--- config.mk ---
export PLATFORM = sky130hd
export DESIGN_NAME = ccpg_render
export DESIGN_NICKNAME = d
export VERILOG_FILES = /design/src/rtl/ccpg_pkg.sv /design/src/rtl/ccpg_render.sv
export SDC_FILE = /design/constraint.sdc
export NUM_CORES = 1
export LEC_CHECK = 0
export BUFFER_PORTS_ARGS = -buffer_cell sky130_fd_sc_hd__buf_4
export CAP_MARGIN = 25
export CORE_MARGIN = 2
export CORE_UTILIZATION = 30
export DETAILED_ROUTE_END_ITERATION = 6
export PLACE_DENSITY = 0.94
export SETUP_SLACK_MARGIN = 0.15
export SYNTH_ARGS = -nofsm -noshare
export SYNTH_HDL_FRONTEND = slang
export SYNTH_SLANG_ARGS = --single-unit
--- constraint.sdc ---
create_clock -name vclk -period 2.2
set_input_delay 0.11 -clock vclk [all_inputs]
set_output_delay 0.11 -clock vclk [all_outputs]
set_load 0.03 [all_outputs]
--- src/rtl/ccpg_pkg.sv ---
package ccpg_pkg;

  localparam int unsigned FONT_DEPTH  = 16384;
  localparam int unsigned FONT_AW     = 14;
  localparam int unsigned FONT_DW     = 8;
  localparam int unsigned PIX_PER_ROW = 8;
  localparam int unsigned PIX_BITS    = 4;
  localparam int unsigned CFG_IDX_W   = 3;
  localparam int unsigned CFG_DW      = 5;

  localparam logic       CMD_RENDER     = 1'b0;
  localparam logic       CMD_FONT_WRITE = 1'b1;
  localparam logic [2:0] COLOUR_DEFAULT = 3'b111;

  typedef enum logic [CFG_IDX_W-1:0] {
    CFG_LINE_COUNT     = 3'd0,
    CFG_OFFSET_LINE    = 3'd1,
    CFG_ATTR_FROM_NEXT = 3'd2,
    CFG_USE_RVV        = 3'd3,
    CFG_DASHED_LTEN    = 3'd4,
    CFG_FONT_SET       = 3'd5
  } cfg_reg_e;

  localparam int unsigned ATTR_HGLT = 0;
  localparam int unsigned ATTR_GPA  = 1;
  localparam int unsigned ATTR_RVV  = 2;
  localparam int unsigned ATTR_LTEN = 3;

  typedef struct packed {
    logic                command;
    logic [6:0]          char_code;
    logic [3:0]          line_index;
    logic                vsp;
    logic                lten;
    logic                hglt;
    logic                gpa0;
    logic                gpa1;
    logic                rvv;
    logic                last_in_line;
    logic [FONT_AW-1:0]  font_addr;
    logic [FONT_DW-1:0]  font_data;
  } in_t;

  typedef struct packed {
    logic [PIX_PER_ROW*PIX_BITS-1:0] pixels;
    logic                            line_end;
  } out_t;

  typedef struct packed {
    logic [6:0] char_code;
    logic [3:0] line_index;
    logic       vsp;
    logic       lten;
    logic       hglt;
    logic       gpa0;
    logic       gpa1;
    logic       rvv;
  } cell_t;

  typedef struct packed {
    logic [3:0] attr_from_next;
    logic       use_rvv;
    logic       dashed_lten;
  } ctrl_t;

endpackage

--- src/rtl/ccpg_render.sv ---
module ccpg_render (
  input  ccpg_pkg::cell_t                                         cell_i,
  input  ccpg_pkg::cell_t                                         next_i,
  input  logic [ccpg_pkg::FONT_DW-1:0]                            font_byte_i,
  input  logic                                                    flag_i,
  input  ccpg_pkg::ctrl_t                                         ctrl_i,
  output logic [ccpg_pkg::PIX_PER_ROW*ccpg_pkg::PIX_BITS-1:0]     pixels_o,
  output logic                                                    flag_o
);

  logic       hg, g0, g1, rv, lt, f;
  logic [2:0] colour;
  logic [ccpg_pkg::PIX_PER_ROW-1:0] lit;

  always_comb begin
    hg = ctrl_i.attr_from_next[ccpg_pkg::ATTR_HGLT] ? next_i.hglt : cell_i.hglt;
    g0 = ctrl_i.attr_from_next[ccpg_pkg::ATTR_GPA]  ? next_i.gpa0 : cell_i.gpa0;
    g1 = ctrl_i.attr_from_next[ccpg_pkg::ATTR_GPA]  ? next_i.gpa1 : cell_i.gpa1;
    rv = ctrl_i.attr_from_next[ccpg_pkg::ATTR_RVV]  ? next_i.rvv  : cell_i.rvv;
    lt = ctrl_i.attr_from_next[ccpg_pkg::ATTR_LTEN] ? next_i.lten : cell_i.lten;
    colour = {hg, g0, g1};
    if (colour == 3'b000) begin
      colour = ccpg_pkg::COLOUR_DEFAULT;
    end
    f = ctrl_i.dashed_lten ? (lt && !flag_i) : lt;
    for (int i = 0; i < int'(ccpg_pkg::PIX_PER_ROW); i++) begin
      lit[i] = f || !(cell_i.vsp || font_byte_i[ccpg_pkg::PIX_PER_ROW-1-i]);
      if (rv && ctrl_i.use_rvv) begin
        lit[i] = !lit[i];
      end
      pixels_o[i*ccpg_pkg::PIX_BITS +: ccpg_pkg::PIX_BITS] =
        lit[i] ? {1'b0, colour} : '0;
    end
    // dashed mode: the flag sets on an underlined cell or when font bit 2 (column 5) would light
    flag_o = ctrl_i.dashed_lten ? (f || !(cell_i.vsp || font_byte_i[2])) : f;
  end

endmodule

==> implementation parameters <==
Parameter                              Value

Detailed routing
  WL/cell    10.09 um
  Via count of the routed design    616
  Length of the first detailed-routing pass in iterations    4
  Count of unresolved DRC violations after routing    0
  Number of nets with antenna violations after routing    0
  First DRT Iteration DRCs    7
  Post-detailed-routing wire length    1.382 mm
  Via density per instance    4.496

Worst setup path
  Startpoint of the worst setup timing path    ctrl_i[2]
  Cell-by-cell listing of the critical path    buf_4 -> mux2i_1 -> inv_1 -> nor2_2 -> nor2_1 -> buf_4
  Kind of launch point of the worst setup path    primary input
  Signal arrival time at the worst endpoint    1250 ps
  Setup Crit Path Kind    primary input to output pin
  CP Buf/Inv Count    3
  CP delay by family, top    multiplexers
  Slowest cell on crit path    mux2i_1
  Data required, critical path    2090 ps
  Cell seen most often among critical-path stages    buf_4
  Crit Path Max Fanout    8
  Worst path max stage delay    400 ps
  Sort of element at the end of the critical path    output pin

Synthesis
  Sequential area share after synthesis    0%
  Ys Warns    0
  Proportion of netlist area held by the largest area contributor    28.65%
  Synth Cell Area    445.4 um2
  Ranking of synthesized cells by area    nor2_1 (29%), xnor2_1 (16%), buf_4 (13%), a21oi_1 (7.9%), a221oi_4 (5.9%)
  Distinct cell type count of the synthesized netlist    20
  Most common cell in the synthesized netlist    nor2_1
  Commonest cells in the synthesized netlist    nor2_1 (34), buf_4 (8), xnor2_1 (8), a21oi_1 (7)
  Most area-hungry cell type in the Yosys netlist    nor2_1
  Post-Synthesis Mean Instance Area    6.102 um2
  Cell count after synthesis    73

Placed design
  Input/output buffers    51
  Area after detailed placement    809.5 um2
  HPWL Detailed    1.256 mm
  Final weighted congestion in routability-driven placement    0.7716

Pwr
  Power per Cell Area    512.6 nW/um2
  VDD IR-drop max    0.1655 mV
  Tot Pwr    0.0004150 W
  Leakage    0.4244 nW

Finish
  Antenna diode instance count    0
  Fraction of final layout cells with drive strength greater than 1    49.18%
  Area growth from synthesis to layout    81.74%
  Num sequential    0
  Summed area of non-filler cells in the final layout    809.5 um2
  Area of all sequential standard cells    0 um2
  Filler cells    116
  Layout clock buffer count    0
  Total Nets Final    173

Global routing
  Largest net degree at the start of global routing    10
  Remaining global-route overflow    0
  Global router's overall resource usage    15.41%
  Wire length of the first global-routing pass    2.346 mm
  Vias in the first global route    543
  Initial antenna violation count    0

Timing
  Post-route setup TNS    0 ps
  Final slew viol count    0
  Min Hold Slack    580.7 ps
  Final hold violations    0
  Setup repair after global routing missed its margin    false
  Final clock period utilization by the worst path    61.60%
  Highest clock frequency the design can meet    0.7379 GHz
  Final setup violation count    0
  Post-layout min period    1355 ps

Status
  Run status    complete, no violations

Die
  Die Footprint    1809 um2
  Placement Rows    13
  Boundary pin count    82
  Die X    42.53 um
  Starting density of the core    32.99%
  Height of the die    42.53 um
  Standard cell core area    1350 um2

Hold path
  Hold path startpoint    ctrl_i[0]
  Cell count of the worst hold path    4
  Worst-case hold path end point    flag_o
  Type of the tightest min-delay check    primary input to output pin

Clock network
  Post CTS Setup Buffer Count    0
  Cts repair resizes    0
  Hold buffer count at CTS    0

Run
  Max-cap viol count    0
==> how the worst max path moves through the flow <==
stage | cells past startpoint | endpoint
floorplan | 4 | pixels_o[28]
global placement | 6 | pixels_o[26]
detailed placement | 6 | pixels_o[22]
CTS | 6 | pixels_o[22]
global route | 6 | pixels_o[2]
finish | 6 | pixels_o[22]
==> layer usage <==
metal / track usage (%) / wire length (um)
met1: 21.01 / 561
met2: 26.77 / 629
met4: 0 / 0
met5: 0 / 0
met3: 2.586 / 191
==> layout make-up <==
type	count	area [um2]	share of cell area (%)
Inverter	1	3.754	0.4637
Tap cell	15	18.77	2.318
Multi-Input combinational cell	70	404.1	49.92
Timing Repair Buffer	51	382.9	47.30
==> power by group <==
part | switching (W) | internal [W] | leakage (nW)
combinational | 0.000258 | 0.000157 | 0.424
sequential | 0 | 0 | 0
clock | 0 | 0 | 0
==> tightest hold or removal path: stages <==
cell and delay (ps):
buf_4 80, nor2_1 30, nor2_1 80, buf_4 160
==> stage by stage <==
step / setup WS, ps / instances / utilization [%]
after floorplan: 917.4 / 80 / -
after global placement: 892.4 / 137 / 59.96
after detailed placement: 840.5 / 137 / 59.96
after CTS: 839.6 / 137 / 59.96
after global routing: 743.8 / 137 / 59.96
final: 844.7 / 137 / 59.96
==> cells by family after synthesis <==
group | after synthesis | share of synthesized area (%)
other | 1 | 0.8419
buffers and inverters | 10 | 15.17
muxes | 3 | 8.145
AOI/OAI and AO/OA | 11 | 23.03
and+or+nand+nor | 40 | 37.08
xor gates and xnor gates | 8 | 15.73
==> cell usage in the layout (no fill, tap or decap), drive strengths merged <==
cell	instances
a21oi	8
inv	1
mux2	2
conb	8
or2	1
buf	51
nor2	35
xnor2	8
a221oi	1
a22oi	1
mux2i	1
nor2b	1
nand2b	1
nand2	2
o22ai	1
(Power assumes the default switching activity.)
